--- src/hw/rtl/dblg_pkg.sv ---
// ----------------------------------------------------------------------------
// dblg_pkg
// Shared constants for the distance band leg grouping unit.
// ----------------------------------------------------------------------------
package dblg_pkg;

    localparam int MAX_POINTS_DEF = 32;
    localparam int MAX_RESULTS    = 32;

    localparam int COORD_W = 16;
    localparam int DIST_W  = 12;
    localparam int ORD_W   = 6;
    localparam int POINT_W = 2 * COORD_W;

    localparam logic [DIST_W-1:0] MIN_DIST_RST = 12'd200;
    localparam logic [DIST_W-1:0] MAX_DIST_RST = 12'd600;

    // configuration register indexes
    localparam int REG_IDX_W = 1;
    localparam logic [REG_IDX_W-1:0] REG_MIN_DIST = 1'd0;
    localparam logic [REG_IDX_W-1:0] REG_MAX_DIST = 1'd1;

endpackage

--- src/hw/rtl/distance_band_leg_grouping_unit.sv ---
// ----------------------------------------------------------------------------
// distance_band_leg_grouping_unit
// Collects a set of 2-D points and reports anchors with exactly three
// neighbors inside a distance band, with a blended center per detection.
// ----------------------------------------------------------------------------
// Points are taken one per cycle while o_busy is low; an item is accepted
// when i_start is high and o_busy is low. The item with i_set_end high is
// stored too and then closes the set. A set of fewer than three points gives
// no result and o_busy stays low. Otherwise o_busy rises for the evaluation,
// which scans every ordered pair through the single read port of the point
// RAM, one pair after another (the result limit can end the scan early).
// Results appear on the o_ ports for exactly one cycle each, marked by o_valid,
// and cannot be held off; the last result of a set carries o_run_end.
// Configuration writes are taken at any time but belong to idle periods.
// ----------------------------------------------------------------------------
module distance_band_leg_grouping_unit #(
    parameter int MAX_POINTS = dblg_pkg::MAX_POINTS_DEF
) (
    input  logic                               i_clk,
    input  logic                               i_rst_n,
    // item channel
    input  logic                               i_start,
    output logic                               o_busy,
    input  logic signed [dblg_pkg::COORD_W-1:0] i_point_x,
    input  logic signed [dblg_pkg::COORD_W-1:0] i_point_y,
    input  logic                               i_set_end,
    // configuration
    input  logic                               i_cfg_we,
    input  logic [dblg_pkg::REG_IDX_W-1:0]      i_cfg_idx,
    input  logic [dblg_pkg::DIST_W-1:0]         i_cfg_wdata,
    // results
    output logic                               o_valid,
    output logic                               o_found,
    output logic signed [dblg_pkg::COORD_W-1:0] o_center_x,
    output logic signed [dblg_pkg::COORD_W-1:0] o_center_y,
    output logic [dblg_pkg::ORD_W-1:0]          o_ordinal,
    output logic [dblg_pkg::ORD_W-1:0]          o_anchor_index,
    output logic                               o_overflowed,
    output logic                               o_run_end
);

    localparam int IDX_W = $clog2(MAX_POINTS);
    localparam int CNT_W = $clog2(MAX_POINTS + 1);
    localparam int CW    = dblg_pkg::COORD_W;
    localparam int DW    = dblg_pkg::DIST_W;
    localparam int OW    = dblg_pkg::ORD_W;
    localparam int PW    = dblg_pkg::POINT_W;
    localparam int SQ_W  = 2 * CW;        // square of a coordinate difference
    localparam int D2_W  = SQ_W + 1;      // sum of two squares
    localparam int BD2_W = 2 * DW;        // squared band bound

    localparam logic [3:0] S_IDLE = 4'd0;
    localparam logic [3:0] S_ARD  = 4'd1;
    localparam logic [3:0] S_ALAT = 4'd2;
    localparam logic [3:0] S_JRD  = 4'd3;
    localparam logic [3:0] S_DIFF = 4'd4;
    localparam logic [3:0] S_SQ   = 4'd5;
    localparam logic [3:0] S_CMP  = 4'd6;
    localparam logic [3:0] S_AEND = 4'd7;
    localparam logic [3:0] S_FIN  = 4'd8;

    // floor((3a + 3b + 2c) / 8)
    function automatic logic signed [CW-1:0] blend(
        input logic signed [CW-1:0] a,
        input logic signed [CW-1:0] b,
        input logic signed [CW-1:0] c
    );
        logic signed [CW+2:0] ea;
        logic signed [CW+2:0] eb;
        logic signed [CW+2:0] ec;
        logic signed [CW+2:0] s;
        ea = {{3{a[CW-1]}}, a};
        eb = {{3{b[CW-1]}}, b};
        ec = {{3{c[CW-1]}}, c};
        s  = (ea <<< 1) + ea + (eb <<< 1) + eb + (ec <<< 1);
        return s[CW+2:3];
    endfunction

    logic [3:0]              r_state;
    logic [3:0]              n_state;
    logic [DW-1:0]           r_min_dist;
    logic [DW-1:0]           r_max_dist;
    logic [BD2_W-1:0]        r_lo2;
    logic [BD2_W-1:0]        r_hi2;
    logic [CNT_W-1:0]        r_count;
    logic                    r_ovf;
    logic [IDX_W-1:0]        r_last;
    logic [IDX_W-1:0]        r_i;
    logic [IDX_W-1:0]        r_j;
    logic signed [CW-1:0]    r_ax;
    logic signed [CW-1:0]    r_ay;
    logic signed [CW-1:0]    r_jx;
    logic signed [CW-1:0]    r_jy;
    logic signed [CW:0]      r_dx;
    logic signed [CW:0]      r_dy;
    logic [SQ_W-1:0]         r_sx;
    logic [SQ_W-1:0]         r_sy;
    logic [2:0]              r_cnt;
    logic signed [CW-1:0]    r_nb_x [3];
    logic signed [CW-1:0]    r_nb_y [3];
    logic [OW-1:0]           r_nres;
    logic                    r_pv;
    logic signed [CW-1:0]    r_px;
    logic signed [CW-1:0]    r_py;
    logic [OW-1:0]           r_pord;
    logic [OW-1:0]           r_panc;

    logic                    r_valid;
    logic                    r_found;
    logic signed [CW-1:0]    r_cx;
    logic signed [CW-1:0]    r_cy;
    logic [OW-1:0]           r_ord;
    logic [OW-1:0]           r_anc;
    logic                    r_ovf_o;
    logic                    r_run_end;

    logic                    accept;
    logic                    store_we;
    logic [CNT_W-1:0]        count_after;
    logic [IDX_W-1:0]        rd_addr;
    logic [PW-1:0]           rd_data;
    logic signed [SQ_W+1:0]  sq_x;
    logic signed [SQ_W+1:0]  sq_y;
    logic [D2_W-1:0]         d2;
    logic                    in_band;
    logic signed [CW-1:0]    bx;
    logic signed [CW-1:0]    by;
    logic                    detect;
    logic                    res_full;

    assign accept      = i_start && (r_state == S_IDLE);
    assign store_we    = accept && (r_count < CNT_W'(MAX_POINTS));
    assign count_after = store_we ? r_count + CNT_W'(1) : r_count;
    assign rd_addr     = (r_state == S_ARD) ? r_i : r_j;

    assign sq_x    = r_dx * r_dx;
    assign sq_y    = r_dy * r_dy;
    assign d2      = {1'b0, r_sx} + {1'b0, r_sy};
    assign in_band = (r_j != r_i)
                  && (d2 > D2_W'(r_lo2))
                  && (d2 < D2_W'(r_hi2));

    assign bx       = blend(r_nb_x[0], r_nb_x[1], r_nb_x[2]);
    assign by       = blend(r_nb_y[0], r_nb_y[1], r_nb_y[2]);
    assign detect   = (r_cnt == 3'd3);
    assign res_full = detect && ((r_nres + OW'(1)) == OW'(dblg_pkg::MAX_RESULTS));

    dblg_ram #(
        .WIDTH (PW),
        .DEPTH (MAX_POINTS)
    ) u_store (
        .i_clk   (i_clk),
        .i_we    (store_we),
        .i_waddr (r_count[IDX_W-1:0]),
        .i_wdata ({i_point_x, i_point_y}),
        .i_raddr (rd_addr),
        .o_rdata (rd_data)
    );

    always_comb begin
        n_state = r_state;
        unique case (r_state)
            S_IDLE: begin
                if (accept && i_set_end && (count_after >= CNT_W'(3))) begin
                    n_state = S_ARD;
                end
            end
            S_ARD:  n_state = S_ALAT;
            S_ALAT: n_state = S_JRD;
            S_JRD:  n_state = S_DIFF;
            S_DIFF: n_state = S_SQ;
            S_SQ:   n_state = S_CMP;
            S_CMP:  n_state = (r_j == r_last) ? S_AEND : S_JRD;
            S_AEND: n_state = (res_full || (r_i == r_last)) ? S_FIN : S_ARD;
            S_FIN:  n_state = S_IDLE;
            default: n_state = S_IDLE;
        endcase
    end

    // control state
    always_ff @(posedge i_clk) begin
        if (!i_rst_n) begin
            r_state    <= S_IDLE;
            r_min_dist <= dblg_pkg::MIN_DIST_RST;
            r_max_dist <= dblg_pkg::MAX_DIST_RST;
            r_count    <= '0;
            r_ovf      <= 1'b0;
            r_pv       <= 1'b0;
            r_valid    <= 1'b0;
        end else begin
            r_state <= n_state;
            r_valid <= 1'b0;
            if (i_cfg_we) begin
                unique case (i_cfg_idx)
                    dblg_pkg::REG_MIN_DIST: r_min_dist <= i_cfg_wdata;
                    dblg_pkg::REG_MAX_DIST: r_max_dist <= i_cfg_wdata;
                    default: ;
                endcase
            end
            if (accept) begin
                if (i_set_end && (count_after < CNT_W'(3))) begin
                    // small set closes without a result
                    r_count <= '0;
                    r_ovf   <= 1'b0;
                end else begin
                    r_count <= count_after;
                    if (!store_we) begin
                        r_ovf <= 1'b1;
                    end
                end
                r_pv <= 1'b0;
            end
            if ((r_state == S_AEND) && detect) begin
                r_pv <= 1'b1;
                // a newer detection pushes the held one out
                if (r_pv) begin
                    r_valid <= 1'b1;
                end
            end
            if (r_state == S_FIN) begin
                r_valid <= 1'b1;
                r_count <= '0;
                r_ovf   <= 1'b0;
                r_pv    <= 1'b0;
            end
        end
    end

    // datapath
    always_ff @(posedge i_clk) begin
        r_lo2 <= r_min_dist * r_min_dist;
        r_hi2 <= r_max_dist * r_max_dist;
        unique case (r_state)
            S_IDLE: begin
                r_i    <= '0;
                r_nres <= '0;
                r_last <= IDX_W'(count_after - CNT_W'(1));
            end
            S_ALAT: begin
                r_ax  <= rd_data[PW-1:CW];
                r_ay  <= rd_data[CW-1:0];
                r_j   <= '0;
                r_cnt <= '0;
            end
            S_DIFF: begin
                r_jx <= rd_data[PW-1:CW];
                r_jy <= rd_data[CW-1:0];
                r_dx <= {r_ax[CW-1], r_ax} - {rd_data[PW-1], rd_data[PW-1:CW]};
                r_dy <= {r_ay[CW-1], r_ay} - {rd_data[CW-1], rd_data[CW-1:0]};
            end
            S_SQ: begin
                r_sx <= sq_x[SQ_W-1:0];
                r_sy <= sq_y[SQ_W-1:0];
            end
            S_CMP: begin
                if (in_band) begin
                    if (r_cnt < 3'd3) begin
                        r_nb_x[r_cnt[1:0]] <= r_jx;
                        r_nb_y[r_cnt[1:0]] <= r_jy;
                    end
                    // saturate past three, one more is enough to reject
                    if (r_cnt != 3'd4) begin
                        r_cnt <= r_cnt + 3'd1;
                    end
                end
                r_j <= r_j + IDX_W'(1);
            end
            S_AEND: begin
                if (detect) begin
                    r_found   <= 1'b1;
                    r_cx      <= r_px;
                    r_cy      <= r_py;
                    r_ord     <= r_pord;
                    r_anc     <= r_panc;
                    r_ovf_o   <= r_ovf;
                    r_run_end <= 1'b0;
                    r_px      <= bx;
                    r_py      <= by;
                    r_pord    <= r_nres;
                    r_panc    <= OW'(r_i);
                    r_nres    <= r_nres + OW'(1);
                end
                r_i <= r_i + IDX_W'(1);
            end
            S_FIN: begin
                r_found   <= r_pv;
                r_cx      <= r_pv ? r_px : '0;
                r_cy      <= r_pv ? r_py : '0;
                r_ord     <= r_pv ? r_pord : '0;
                r_anc     <= r_pv ? r_panc : '0;
                r_ovf_o   <= r_ovf;
                r_run_end <= 1'b1;
            end
            default: ;
        endcase
    end

    assign o_busy         = (r_state != S_IDLE);
    assign o_valid        = r_valid;
    assign o_found        = r_found;
    assign o_center_x     = r_cx;
    assign o_center_y     = r_cy;
    assign o_ordinal      = r_ord;
    assign o_anchor_index = r_anc;
    assign o_overflowed   = r_ovf_o;
    assign o_run_end      = r_run_end;

endmodule

--- src/hw/rtl/dblg_ram.sv ---
// ----------------------------------------------------------------------------
// dblg_ram
// Generic single write port, single read port RAM with registered read data.
// ----------------------------------------------------------------------------
module dblg_ram #(
    parameter int WIDTH = 32,
    parameter int DEPTH = 32
) (
    input  logic                     i_clk,
    input  logic                     i_we,
    input  logic [$clog2(DEPTH)-1:0] i_waddr,
    input  logic [WIDTH-1:0]         i_wdata,
    input  logic [$clog2(DEPTH)-1:0] i_raddr,
    output logic [WIDTH-1:0]         o_rdata
);

    logic [WIDTH-1:0] r_mem [DEPTH];
    logic [WIDTH-1:0] r_rdata;

    always_ff @(posedge i_clk) begin
        if (i_we) begin
            r_mem[i_waddr] <= i_wdata;
        end
        r_rdata <= r_mem[i_raddr];
    end

    assign o_rdata = r_rdata;

endmodule

--- config.mk ---
export PLATFORM = sky130hd
export DESIGN_NAME = distance_band_leg_grouping_unit
export DESIGN_NICKNAME = d
export VERILOG_FILES = /design/src/hw/rtl/dblg_pkg.sv /design/src/hw/rtl/distance_band_leg_grouping_unit.sv /design/src/hw/rtl/dblg_ram.sv
export SDC_FILE = /design/constraint.sdc
export NUM_CORES = 2
export LEC_CHECK = 0
export BUFFER_PORTS_ARGS = -buffer_cell sky130_fd_sc_hd__buf_2
export CAP_MARGIN = 40
export CORE_ASPECT_RATIO = 1.1
export CORE_MARGIN = 4
export CORE_UTILIZATION = 40
export DETAILED_ROUTE_END_ITERATION = 10
export PLACE_DENSITY = 0.52
export REMOVE_ABC_BUFFERS = 1
export SYNTH_ARGS = -nofsm -noshare
export SYNTH_HDL_FRONTEND = slang
export SYNTH_SLANG_ARGS = --single-unit
--- constraint.sdc ---
create_clock -name i_clk -period 10.15 [get_ports i_clk]
set_input_delay 2.03 -clock i_clk [delete_from_list [all_inputs] [get_ports i_clk]]
set_output_delay 2.03 -clock i_clk [all_outputs]
set_load 0.01 [all_outputs]
==> qor.yml <==
status: "complete, no violations"
synthXorXnorAreaFrac_pct: 2.31
antenna_found_initial: 25
path_cells: "nand2_1, inv_1, fa_1, inv_1, fa_1, inv_1, fa_1, fa_1, fa_1, fa_1, ha_1, a21o_1, a21o_1, or3_1, a311oi_1, nor3_1, o211ai_1, nand3b_1"
synth_compound_area_share_pct: 3.65
vias: 49400
r2r-start: "r_dx[2]$_DFFE_PP_"
start_util_pct: 40.3
ctsResizeCount: 0
top_usage_layer: "met2"
swShare_pct: 23.4
crit_top_cell: "fa_1"
cts_hold_buf: 0
drt_iter0_drc: 3279
fp.coreArea_mm2: 0.219
met3_usage_pct: 2.38
fin_skew_ns: 0.0546
path_buf_inv: 3
met2_usage_pct: 33.7
vias_per_cell: 5.11
muxShareOfSynthArea_pct: 6.76
cts_buffers: 159
ant_nets: 0
cts_sinks: 1508
cts_setup_buffers: 0
grt.total_usage_pct: 19.0
period_minus_slack_ns: 7.08
post-route-period-util_pct: 69.7
ys.flop_type: "edfxtp_1"
die_width_um: 456
drtPass1Iterations: 7
worstSetupPathType: "reg -> reg"
ys_types: 77
io-pin-count: 99
hold_violations: 0
syn_avg_cell_area_um2: 13.6
insertion_delay_ns: 0.83
cap_violations: 0
cts_tree: "done"
critPathSlowestCell: "fa_1"
internal_power_mw: 10.5
io_buffers: 97
p_per_area_mw_per_mm2: 140
grt_max_degree: 112
clock_tree.root_cell: "clkbuf_16"
synth_edf_count: 1393
crit_start: "r_dx[2]$_DFFE_PP_"
drv_slew: 0
worstPathArrival_ns: 7.60
synthToLayoutAreaGrowth_pct: 11.0
crit_fanout: 20
relSlewSlack_pct: 40.0
synth-seq-cells: 1508
die_area_mm2: 0.228
grt_overflow_total: 0
peakVddDrop_mv: 0.144
clock.fmax_ghz: 0.141
grt_pass1_vias: 52900
routabilityCongestion: 0.843
rows: 180
wl_per_cell_um: 22.1
async_flop_share_pct: 0
die_y_um: 500
total_power_mw: 13.7
synthCells: 6481
power.switching_mw: 3.20
worstMarginPinSlew_ns: 0.900
h-tree-depth: 4
grt_util_met1_pct: 24.5
dp.cells: 9373
combPwrFrac_pct: 7.7
rsz0062_at_grt: "no"
fin_util_pct: 44.7
drive_gt1_share_pct: 11.1
endpoint_kind: "flop"
fill_cells: 19800
fin_cells: 9678
cp_top_family: "adder cells"
drc: 0
dp_hpwl_mm: 142
ys_seq_area_share_pct: 50.1
p_seq_share_pct: 50.5
p_leak_nw: 38.5
totalWireLength_mm: 213
setup_violations: 0
critPathRequiredTime_ns: 10.67
grt_pass1_wl_mm: 328
synth_adder_area_share_pct: 23.6
min_from: "r_jx[7]$_DFFE_PP_"
syn-cell-area_mm2: 0.0881
crit_path_start_kind: "flop"
fin_nets: 7876
synth_top_family_by_area: "adder cells"
clkTransAtPathRegs_ns: 0.06
hold_class: "reg -> reg"
clock_path_buffers: 3
power.share.clock_pct: 41.9
slowest_delay_ns: 0.86
ys.warnings.count: 0
yosys.area_share.simple_pct: 8.32
## power by group through the flow
stage | clock network (mW) | registers (mW) | logic (mW)
after floorplan | 0 | 7.02 | 0.823
after global placement | 0 | 7.05 | 1.06
after detailed placement | 0 | 7.05 | 1.07
after CTS | 5.90 | 6.92 | 1.08
after global routing | 6.16 | 6.92 | 1.22
final | 5.74 | 6.91 | 1.05
## registers in the layout, indices dropped and copies added (netlist names), 17 cells and up
| register | flops |
|---|---|
| r_sy | 31 |
| r_dx | 17 |
| r_sx | 31 |
| r_lo2 | 23 |
| r_hi2 | 23 |
| r_dy | 17 |
| r_nb_x | 48 |
| r_nb_y | 48 |
| u_store.r_mem | 1024 |
| u_store.o_rdata | 32 |
## stage by stage
| step | hold slack [ns] | setup WS (ns) | cell area [um^2] | setup TNS, ns |
|---|---|---|---|---|
| after floorplan | 0.409 | -16.06 | 87300 | -513.76 |
| after global placement | 0.452 | 3.19 | 92300 | 0 |
| after detailed placement | 0.456 | 3.07 | 92700 | 0 |
| after CTS | 0.453 | 3.04 | 97800 | 0 |
| after global routing | 0.482 | 2.68 | 97800 | 0 |
| final | 0.469 | 3.07 | 97800 | 0 |
## layout by cell type, fill, tap and decap left out, drive strengths merged, types with 165 or more instances in the layout
| cell | n |
|---|---|
| nand2 | 617 |
| and2 | 206 |
| ha | 441 |
| edfxtp | 1393 |
| fa | 763 |
| inv | 1037 |
| nor2 | 206 |
| xnor2 | 165 |
| buf | 178 |
| clkbuf | 218 |
| mux4 | 256 |
| nand3 | 224 |
## final cells by class
class	instances	area, um^2	share of cell area, %
well taps	2912	3640	3.72
repair buffers	178	1340	1.37
diodes	9	22.5	0.0230
inverters	1027	3850	3.94
clock inverters	78	815	0.833
multi-input cells	3748	39700	40.6
flip-flops and latches	1508	44100	45.1
clock buffers	218	4340	4.44
## metal layers
layer / part of all wire (%) / vias up
li1: - / 22500
met1: 42 / 25700
met2: 52 / 926
met3: 4.0 / 280
met4: 2.6 / 6
met5: 0.022 / -
## worst paths after layout
path	endpoint	slack, ns	cells past startpoint
max	r_sx[30]$_DFFE_PP_	3.07	18
min	r_nb_x[1][7]$_DFFE_PP_	0.47	0
max reg2reg	r_sx[30]$_DFFE_PP_	3.07	18
min reg2reg	r_nb_x[1][7]$_DFFE_PP_	0.47	0
## Yosys cell counts (24+ instances only)
cell type | instances | area (um^2)
or3_1 | 25 | 156
ha_1 | 441 | 5520
dfxtp_1 | 115 | 2300
inv_1 | 1026 | 3850
and2_1 | 206 | 1290
xor2_1 | 67 | 587
o21ai_0 | 78 | 390
a21oi_1 | 106 | 531
edfxtp_1 | 1393 | 41800
o21ai_1 | 35 | 175
a21o_1 | 57 | 428
buf_2 | 24 | 120
nor2_1 | 205 | 769
nor3_1 | 61 | 305
fa_1 | 763 | 15300
mux4_2 | 256 | 5770
nor2b_1 | 94 | 588
a21boi_0 | 27 | 203
nand3_1 | 224 | 1120
clkbuf_1 | 156 | 586
nand2b_1 | 29 | 181
xnor2_1 | 165 | 1450
o21a_1 | 28 | 210
nand2_1 | 617 | 2320
## kinds of logic (layout without fill, tap and decap cells)
logic type	after synthesis	after routing
flops	1508	1508
fa+ha+maj	1204	1204
simple gates	1547	1547
compound gates	490	490
buf+inv	1225	1501
xor+xnor	232	232
other cells	1	10
mux	274	274
No activity file was read; power rests on OpenSTA's default activity.
